**src/design/stdt_pkg.sv**
```systemverilog
// ----------------------------------------------------------------------------
// Span table package
// Field widths, operation and status codes, and shared types.
// ----------------------------------------------------------------------------
package stdt_pkg;

    localparam int SPAN_W       = 32;
    localparam int OP_W         = 2;
    localparam int STATUS_W     = 3;
    localparam int COUNT_W      = 7;
    localparam int READ_INDEX_W = 6;

    typedef enum logic [OP_W-1:0] {
        OP_INSERT = 2'd0,
        OP_CLEAR  = 2'd1,
        OP_READ   = 2'd2
    } op_t;

    typedef enum logic [STATUS_W-1:0] {
        ST_INSERTED = 3'd0,
        ST_DROPPED  = 3'd1,
        ST_FULL     = 3'd2,
        ST_CLEARED  = 3'd3,
        ST_READ_OK  = 3'd4,
        ST_READ_BAD = 3'd5
    } status_t;

    typedef struct packed {
        logic [SPAN_W-1:0] start_pos;
        logic [SPAN_W-1:0] end_pos;
    } span_t;

    // Broadcast from the controller to every cell
    typedef struct packed {
        logic  commit;
        span_t span;
    } cell_ctl_t;

    typedef struct packed {
        status_t            status;
        logic [COUNT_W-1:0] entry_count;
        span_t              entry;
    } result_t;

endpackage

```
**src/design/stdt_cell.sv**
```systemverilog
// ----------------------------------------------------------------------------
// Span table cell
// Holds one span; compares against the incoming start and shifts up on insert.
// ----------------------------------------------------------------------------
module stdt_cell
    import stdt_pkg::*;
(
    input  logic      clk,
    input  cell_ctl_t ctl,
    input  logic      held,
    input  logic      rd_hit,
    input  logic      left_held,
    input  logic      left_after,
    input  span_t     left_span,
    output logic      after,
    output span_t     span,
    output logic      drop,
    output span_t     rd_span
);

    span_t span_reg;
    span_t span_next;
    logic  is_place;

    // Table is sorted, so 'after' is monotonic along the row
    assign after    = !held || (span_reg.start_pos > ctl.span.start_pos);
    assign is_place = after && !left_after;

    assign drop = is_place
        && ((left_held && (left_span.end_pos > ctl.span.start_pos))
            || (held && (ctl.span.end_pos > span_reg.start_pos)));

    always_comb
    begin
        span_next = span_reg;
        if (ctl.commit && after)
        begin
            span_next = left_after ? left_span : ctl.span;
        end
    end

    always_ff @(posedge clk)
    begin
        span_reg <= span_next;
    end

    assign span    = span_reg;
    assign rd_span = rd_hit ? span_reg : '0;

endmodule

```
**config.mk**
```make
export PLATFORM = sky130hd
export DESIGN_NAME = stdt_cell
export DESIGN_NICKNAME = d
export VERILOG_FILES = /design/src/design/stdt_pkg.sv /design/src/design/stdt_cell.sv
export SDC_FILE = /design/constraint.sdc
export NUM_CORES = 1
export LEC_CHECK = 0
export ABC_AREA = 1
export BUFFER_PORTS_ARGS = -buffer_cell sky130_fd_sc_hd__buf_2
export CORE_ASPECT_RATIO = 0.7
export CORE_MARGIN = 2
export CORE_UTILIZATION = 35
export CTS_BUF_LIST = sky130_fd_sc_hd__clkbuf_4 sky130_fd_sc_hd__clkbuf_8
export CTS_CLUSTER_SIZE = 14
export DETAILED_ROUTE_END_ITERATION = 8
export PLACE_DENSITY_LB_ADDON = 0.05
export SLEW_MARGIN = 20
export SYNTH_ARGS = -nofsm -noshare
export SYNTH_HDL_FRONTEND = slang
export SYNTH_SLANG_ARGS = --single-unit
```
**constraint.sdc**
```tcl
create_clock -name clk -period 9 [get_ports clk]
set_clock_uncertainty 0.2 [all_clocks]
set_input_delay 0.45 -clock clk [delete_from_list [all_inputs] [get_ports clk]]
set_output_delay 0.45 -clock clk [all_outputs]
set_load 0.1 [all_outputs]
```
==> results of run 1 <==
report_power, final:
group | switching, mW | internal (mW) | leakage (nW)
logic | 0.444 | 0.113 | 3.78
clock network | 0.121 | 0.127 | 0.0967
registers | 0.0209 | 0.360 | 0.617
total | 0.586 | 0.600 | 4.50
synthesized netlist by cell type (2+ instances only):
| cell | number |
|---|---|
| sky130_fd_sc_hd__ha_1 | 96 |
| sky130_fd_sc_hd__o21ai_0 | 35 |
| sky130_fd_sc_hd__o21ai_1 | 6 |
| sky130_fd_sc_hd__nor2_2 | 5 |
| sky130_fd_sc_hd__nor2_4 | 2 |
| sky130_fd_sc_hd__buf_1 | 4 |
| sky130_fd_sc_hd__nand4_1 | 4 |
| sky130_fd_sc_hd__nand3_1 | 4 |
| sky130_fd_sc_hd__o21a_1 | 4 |
| sky130_fd_sc_hd__buf_2 | 7 |
| sky130_fd_sc_hd__nor2_1 | 26 |
| sky130_fd_sc_hd__a21oi_1 | 42 |
| sky130_fd_sc_hd__nand2_2 | 6 |
| sky130_fd_sc_hd__a21o_1 | 4 |
| sky130_fd_sc_hd__inv_1 | 145 |
| sky130_fd_sc_hd__nor3_1 | 2 |
| sky130_fd_sc_hd__clkinv_1 | 2 |
| sky130_fd_sc_hd__nand2_1 | 293 |
| sky130_fd_sc_hd__edfxtp_1 | 64 |
| sky130_fd_sc_hd__inv_2 | 6 |
| sky130_fd_sc_hd__clkbuf_1 | 10 |
worst min path at each step:
stage	to	depth (start not counted)
global placement	span[32]	3
detailed placement	span[61]	3
global route	span[9]	3
CTS	span[61]	3
finish	span[61]	3
floorplan	span[10]	2
metal layers:
| layer | vias up | share of wire | GRT usage |
|---|---|---|---|
| met4 | 0 | 0.0054 | 0.0315 |
| li1 | 2938 | - | - |
| met2 | 194 | 0.41 | 0.300 |
| met5 | - | 0 | 0 |
| met1 | 2316 | 0.52 | 0.293 |
| met3 | 9 | 0.071 | 0.0407 |
cell usage in the layout (no fill, tap or decap):
master and count:
sky130_fd_sc_hd__nand2_1 293, sky130_fd_sc_hd__buf_2 262, sky130_fd_sc_hd__inv_1 145, sky130_fd_sc_hd__ha_1 96, sky130_fd_sc_hd__edfxtp_1 64, sky130_fd_sc_hd__a21oi_1 42, sky130_fd_sc_hd__o21ai_0 35, sky130_fd_sc_hd__nor2_1 26
sky130_fd_sc_hd__clkbuf_8 9, sky130_fd_sc_hd__inv_2 6, sky130_fd_sc_hd__nand2_2 6, sky130_fd_sc_hd__o21ai_1 6, sky130_fd_sc_hd__nor2_2 5, sky130_fd_sc_hd__a21o_1 4, sky130_fd_sc_hd__nand3_1 4, sky130_fd_sc_hd__o21a_1 4
sky130_fd_sc_hd__nand4_1 4, sky130_fd_sc_hd__buf_4 4, sky130_fd_sc_hd__clkinv_1 3, sky130_fd_sc_hd__clkinv_2 3, sky130_fd_sc_hd__nor2_4 2, sky130_fd_sc_hd__nor3_1 2, sky130_fd_sc_hd__nand4_2 1, sky130_fd_sc_hd__a21boi_0 1
sky130_fd_sc_hd__nor3_2 1, sky130_fd_sc_hd__a31oi_1 1, sky130_fd_sc_hd__a21boi_4 1, sky130_fd_sc_hd__clkbuf_4 1, sky130_fd_sc_hd__bufinv_16 1
per-stage QoR:
stage	power [mW]	setup slack, ns	instance area [um2]	hold WS (ns)
after detailed placement	0.948	5.47	7160	0.532
after global routing	1.25	5.36	7340	0.168
final	1.19	5.67	7340	0.167
after global placement	0.946	5.50	7160	0.525
after floorplan	0.829	3.54	5650	0.429
after CTS	1.20	5.57	7340	0.148
final cells by class:
type | instances | area (um2)
multi-input combinational | 534 | 3080
fill | 1649 | 8300
sequential | 64 | 1920
clock inverter | 5 | 48.8
timing repair buffer | 266 | 1340
inverter | 153 | 574
clock buffer | 10 | 131
tap | 200 | 250
logic make-up after synthesis:
kind of cell             share of synthesized area
adder cells (fa/ha/maj)                      0.213
AO/OA/AOI/OAI                               0.0880
AND/OR/NAND/NOR                              0.242
flip-flops                                   0.340
buffers and inverters                        0.117
tightest hold or removal path, stage by stage:
cell and delay (ns):
sky130_fd_sc_hd__buf_2 0.07, sky130_fd_sc_hd__nand2_1 0.04, sky130_fd_sc_hd__o21ai_0 0.05
==> impl_summary.log, run 1 <==
INFO  metric worst_path_max_delay_cell = sky130_fd_sc_hd__buf_4
INFO  metric ios = 264
INFO  metric finalSetupTns = 0 ns
INFO  metric clkTransAtPathRegs = roughly 0.080 ns
INFO  metric ff2ff_path_depth = 12
INFO  metric critPathCaptureType = register
INFO  metric drc = 0
INFO  metric report.final.slew_viol_count = 0
INFO  metric ff2ff_setup_slack = 5.67 ns
INFO  metric slew_headroom = 0.495
INFO  metric postSynth.topFlopCell = sky130_fd_sc_hd__edfxtp_1
INFO  metric die-area = 17200 um2
INFO  metric finish.cell_count_without_fillers = 1232
INFO  metric clk-insertion-delay-late = 0.35 ns
INFO  metric cp_num_buf_inv = 1
INFO  metric cellPowerDensity = 162 nW/um2
INFO  metric largest_reg_flops = 64
INFO  metric cts_tree = built
INFO  metric path_max_fanout = 43
INFO  metric data_required_time_at_the_worst_endpoint = 8.78 ns
INFO  metric critical_path_cell_count = 12
INFO  metric worstPathCellList = ha_1 -> nand2_1 -> nand2_1 -> nand2_1 -> nand2_1 -> nand2_1 -> nand3_1 -> a21oi_1 -> nand2_1 -> nand2_2 -> a21boi_4 -> buf_4
INFO  metric min-delay-start = left_span[61]
INFO  metric worstMarginPinSlew = 0.756 ns
INFO  metric crit_family = compound AO/OA/AOI/OAI gates
INFO  metric setup_viol = 0
INFO  metric cts_num_sinks = 64
INFO  metric routed_wirelength = 17200 um
INFO  metric synthDistinctLibCells = 26
INFO  metric cp_slowest_stage_delay = ~0.65 ns
INFO  metric grt_start_max_net_pins = 65
INFO  metric vdd.ir_drop.worst = 0.0000681 V
INFO  metric timing.final.crit_period = 3.33 ns
INFO  metric routed-via-count = approximately 5.5k
INFO  metric cellLeakagePower = 4.50 nW
INFO  metric cts_post_setup_buffers_inserted = 0
INFO  metric first_global_vias = between 4k and 5k
INFO  metric drt-wirelength-per-cell = between 10 and 15 um
INFO  metric yosysTopAreaCell = sky130_fd_sc_hd__edfxtp_1
INFO  metric critPathKind = register to register
INFO  metric syn_area_per_cell = approximately 7.3 um2
INFO  metric core_area = 15600 um2
INFO  metric post-synth-top-area-fraction = 0.340
INFO  metric timing.critical_path.mode_cell = sky130_fd_sc_hd__nand2_1
INFO  metric placement_rows = 38
INFO  metric clockRootBuffer = sky130_fd_sc_hd__clkbuf_8
INFO  metric crit_end = span[27]
INFO  metric arrival = 3.12 ns
INFO  metric fraction_of_final_layout_cells_with_drive_strength_greater_than_1 = 0.293
INFO  metric cts_htree_levels = 3
INFO  metric tritoncts.num_buffers = 9
INFO  metric ctsResizeCount = 0
INFO  metric synth.yosys.seq_area_share = 0.340
INFO  metric status = completed
INFO  metric synth_area = roughly 5600 um2
INFO  metric postLayoutCoreUtil = 0.469
INFO  metric grt_first_pass_wirelength = approximately 26000 um
INFO  metric worst_r2r_endpoint = span[27]
INFO  metric synth_edf_count = 64
INFO  metric cts.path.max_buffers = 2
INFO  metric timing.fmax = 300 MHz
INFO  metric cts-hold-fix-buffers = 0
INFO  metric max-cap-violations = 0
INFO  metric final_net_count = between 1k and 1.5k
INFO  metric place.detailed.hpwl = about 14000 um
INFO  metric synth_warnings = 0
INFO  metric setup_repair_after_global_routing_missed_its_margin = false
INFO  metric grt.total_usage = 0.197
INFO  metric start_util = 0.361
INFO  metric drt-initial-drc-count = 239
INFO  metric synth_async_sr_flop_share = 0
INFO  metric ys_seq_elements = 64
INFO  metric final_antenna_net_count = 0
INFO  metric gr-total-overflow = 0
INFO  metric final_min_period_over_clock_period = 0.370
INFO  metric die_height = 110 um
INFO  metric viasPerCell = approximately 4.4
INFO  metric synth_top_cells_by_area = sky130_fd_sc_hd__edfxtp_1 (34%), sky130_fd_sc_hd__ha_1 (21%), sky130_fd_sc_hd__nand2_1 (19%), sky130_fd_sc_hd__inv_1 (9.6%), sky130_fd_sc_hd__a21oi_1 (3.7%)
INFO  metric crit-reg2reg-launch = span[49]
INFO  metric synth.net_count = 1002
INFO  metric place_inst = 1217
INFO  metric start_kind = register
INFO  metric weighted_congestion_at_the_end_of_routability_driven_global_placement = 0.811
INFO  metric synth_cells = 772
INFO  metric syn2layout_area_growth = 30.0%
INFO  metric finalHoldViolCount = 0
INFO  metric numPortBuffers = 263
INFO  metric n_antenna_cell = 0
INFO  metric worstSetupStartpoint = span[49]
INFO  metric worst_hold_path_type = input pin to register
INFO  metric detailedRoute.firstPassIterationCount = 5
INFO  metric die_width = 156 um
INFO  metric antenna_violations_before_repair = 0
No activity file was read; power rests on OpenSTA's default activity.
==> inputs of run 2 (changes only) <==
clock period = 3.2 ns   (was 9 ns; I/O delays follow)
==> run 2 against run 1 <==
Core utilization increased by 7.7 points. Sequential share of layout area down 3.7 points. Wire length is 8.7% higher. Setup slack worse by 5.4 ns. Worst hold slack got worse by 0.15 ns. Combinational power increased to 3.1 times the previous value. Final area grew 16%. Power rose to 2.9 times the previous value. Register-to-register slack got worse by 5.2 ns. Critical endpoint is now drop.
==> impl_summary.log, run 2 (synthesis results as in run 1) <==
INFO  metric clk-insertion-delay-late = 0.35 ns (about the same)
INFO  metric grt_first_pass_wirelength = 28400 um (+10%)
INFO  metric die_height = 110 um (unchanged)
INFO  metric finish.cell_count_without_fillers = 1350 (+9.6%)
INFO  metric timing.final.crit_period = 2.88 ns
INFO  metric viasPerCell = 4.48 (+1.0%)
INFO  metric start_util = 0.361 (unchanged)
INFO  metric vdd.ir_drop.worst = 0.000184 V (+170%)
INFO  metric place.detailed.hpwl = 14300 um (+3.7%)
INFO  metric crit-reg2reg-launch = span[59]
INFO  metric cellPowerDensity = 407 nW/um2 (+150%)
INFO  metric most-common-layout-cells = sky130_fd_sc_hd__nand2_1 (293), sky130_fd_sc_hd__buf_2 (263), sky130_fd_sc_hd__inv_1 (145), sky130_fd_sc_hd__dlygate4sd3_1 (112), sky130_fd_sc_hd__ha_1 (93)
INFO  metric routed_wirelength = 18700 um (+8.7%)
INFO  metric place_inst = 1221 (+0.33%)
INFO  metric fraction_of_final_layout_cells_with_drive_strength_greater_than_1 = 0.267 (-0.0254)
INFO  metric cts_post_setup_buffers_inserted = 0 (unchanged)
INFO  metric grt.total_usage = 0.214 (+0.0172)
INFO  metric antenna_violations_before_repair = 1 (+1)
INFO  metric worst_hold_path_type = input pin to register
INFO  metric crit_family = simple AND/OR/NAND/NOR gates
INFO  metric finalHoldViolCount = 0 (unchanged)
INFO  metric cp_slowest_stage_delay = 0.44 ns (-0.21 ns)
INFO  metric placement.setup.worst_slack = 0.453 ns (-5.01 ns)
INFO  metric setup_repair_after_global_routing_missed_its_margin = false
INFO  metric die_width = 156 um (unchanged)
INFO  metric critPathCaptureType = output port
INFO  metric crit_end = drop
INFO  metric critPathKind = register to output port
INFO  metric cts.path.max_buffers = 2 (unchanged)
INFO  metric setup_viol = 0 (unchanged)
INFO  metric placement_rows = 38 (unchanged)
INFO  metric drc = 0 (unchanged)
INFO  metric ff2ff_setup_slack = 0.49 ns (-5.18 ns)
INFO  metric filler_cell_count = 1575 (-4.5%)
INFO  metric max-cap-violations = 0 (unchanged)
INFO  metric timing.fmax = 347 MHz
INFO  metric status = completed
INFO  metric grt_start_max_net_pins = 97 (+49%)
INFO  metric worst_path_max_delay_cell = sky130_fd_sc_hd__edfxtp_1
INFO  metric multi_input_comb_area = 3110 um2 (+1.1%)
INFO  metric worstMarginPinSlew = 0.936 ns (+0.180 ns)
INFO  metric worstPathCellList = ha_1 -> nand2_1 -> nor2_1 -> nand2_2 -> nor2_2 -> nand2_1 -> nand2_1 -> nand2_2 -> nand2_2 -> nand2_2 -> nor2_4 -> buf_2
INFO  metric worst_r2r_endpoint = span[46]
INFO  metric numPortBuffers = 263 (unchanged)
INFO  metric cts_htree_levels = 3 (unchanged)
INFO  metric cp_num_buf_inv = 1 (unchanged)
INFO  metric final_min_period_over_clock_period = 0.901
INFO  metric syn2layout_area_growth = 51.4%
INFO  metric core_area = 15600 um2 (unchanged)
INFO  metric worstSetupStartpoint = span[59]
INFO  metric path_max_fanout = 4 (-91%)
INFO  metric drt-wirelength-per-cell = 13.8 um (-0.82%)
INFO  metric slew_headroom = 0.376 (-0.119)
INFO  metric routed-via-count = 6042 (+11%)
INFO  metric register_area = 1920 um2 (unchanged)
INFO  metric clockRootBuffer = sky130_fd_sc_hd__clkbuf_8
INFO  metric tritoncts.num_buffers = 9 (unchanged)
INFO  metric cellLeakagePower = 5.00 nW (+11%)
INFO  metric final_net_count = 1374 (+9.2%)
INFO  metric start_kind = register
INFO  metric largest_reg_flops = 64 (unchanged)
INFO  metric arrival = 2.52 ns (-0.60 ns)
INFO  metric drt-initial-drc-count = 261 (+9.2%)
INFO  metric first_global_vias = 5767 (+20%)
INFO  metric cts_num_sinks = 64 (unchanged)
INFO  metric hold_ws = 0.0179 ns (-0.150 ns)
INFO  metric final_antenna_net_count = 0 (unchanged)
INFO  metric timing.critical_path.mode_cell = sky130_fd_sc_hd__nand2_2
INFO  metric gr-total-overflow = 0 (unchanged)
INFO  metric data_required_time_at_the_worst_endpoint = 2.84 ns (-5.94 ns)
INFO  metric clkTransAtPathRegs = 0.07 ns (about the same)
INFO  metric critical_path_cell_count = 12 (unchanged)
INFO  metric post-route-worst-setup-slack = 0.316 ns (-5.35 ns)
INFO  metric ff2ff_path_depth = 10 (-2)
INFO  metric postLayoutCoreUtil = 0.547 (+0.0773)
INFO  metric power_total = 3.48 mW (+190%)
INFO  metric detailedRoute.firstPassIterationCount = 5 (unchanged)
INFO  metric report.final.slew_viol_count = 0 (unchanged)
INFO  metric cts_tree = built
INFO  metric weighted_congestion_at_the_end_of_routability_driven_global_placement = 0.819 (+0.90%)
INFO  metric ios = 264 (unchanged)
INFO  metric mostFrequentLayoutCell = sky130_fd_sc_hd__nand2_1
INFO  metric die-area = 17200 um2 (unchanged)
## run 2: changes by cell type in the layout (fill, tap and decap cells not counted), sizes merged
cell	delta
clkinv	+1
diode	+1
buf	+4
dlygate4sd3	+112
## run 2: metal layers
metal  global-route usage  vias to the layer above  wire length [um]  part of all wire
met2                0.348                      190              8170              0.44
met5                    0                        -                 0                 0
met4               0.0505                        0               220             0.012
li1                     -                     3170                 -                 -
met3               0.0434                       16              1160             0.062
met1                0.296                     2666              9120              0.49
## run 2: area by class of cell
type	count	share of cell area
diodes	1	0.000293
clock buffers	10	0.0154
clock inverters	6	0.00585
inverters	153	0.0671
multi-input cells	534	0.363
flip-flops and latches	64	0.225
well taps	200	0.0293
repair buffers	382	0.294
## run 2: timing repair
action                     CTS  global route
hold endpoints to repair    64             0
hold buffers               112             0
gates resized for setup      0             0
setup endpoints to repair    0             0
## run 2: tightest hold or removal path, cell delays in order
cell,delay [ns]
sky130_fd_sc_hd__buf_2,0.07
sky130_fd_sc_hd__inv_1,0.07
sky130_fd_sc_hd__o21ai_0,0.15
## run 2: worst min-delay path by stage
stage	from	endpoint	cells past startpoint
after floorplan	ctl[10]	span[10]	2
after global placement	left_span[63]	span[63]	3
after detailed placement	left_span[43]	span[43]	3
after CTS	ctl[52]	span[52]	3
after global routing	ctl[52]	span[52]	3
final	ctl[52]	span[52]	3
## run 2: through the flow
| step | area [um2] | TNS [ns] |
|---|---|---|
| after global routing | 8550 | 0 |
| after floorplan | 5690 | -20.97 |
| after CTS | 8550 | 0 |
| final | 8550 | 0 |
| after detailed placement | 7250 | 0 |
| after global placement | 7250 | 0 |
## run 2: where the power goes
group          internal, mW  switching [mW]  total (mW)
combinational         0.440            1.29        1.73
clock                 0.357           0.330       0.687
sequential             1.01          0.0509        1.06
total                  1.81            1.67        3.48
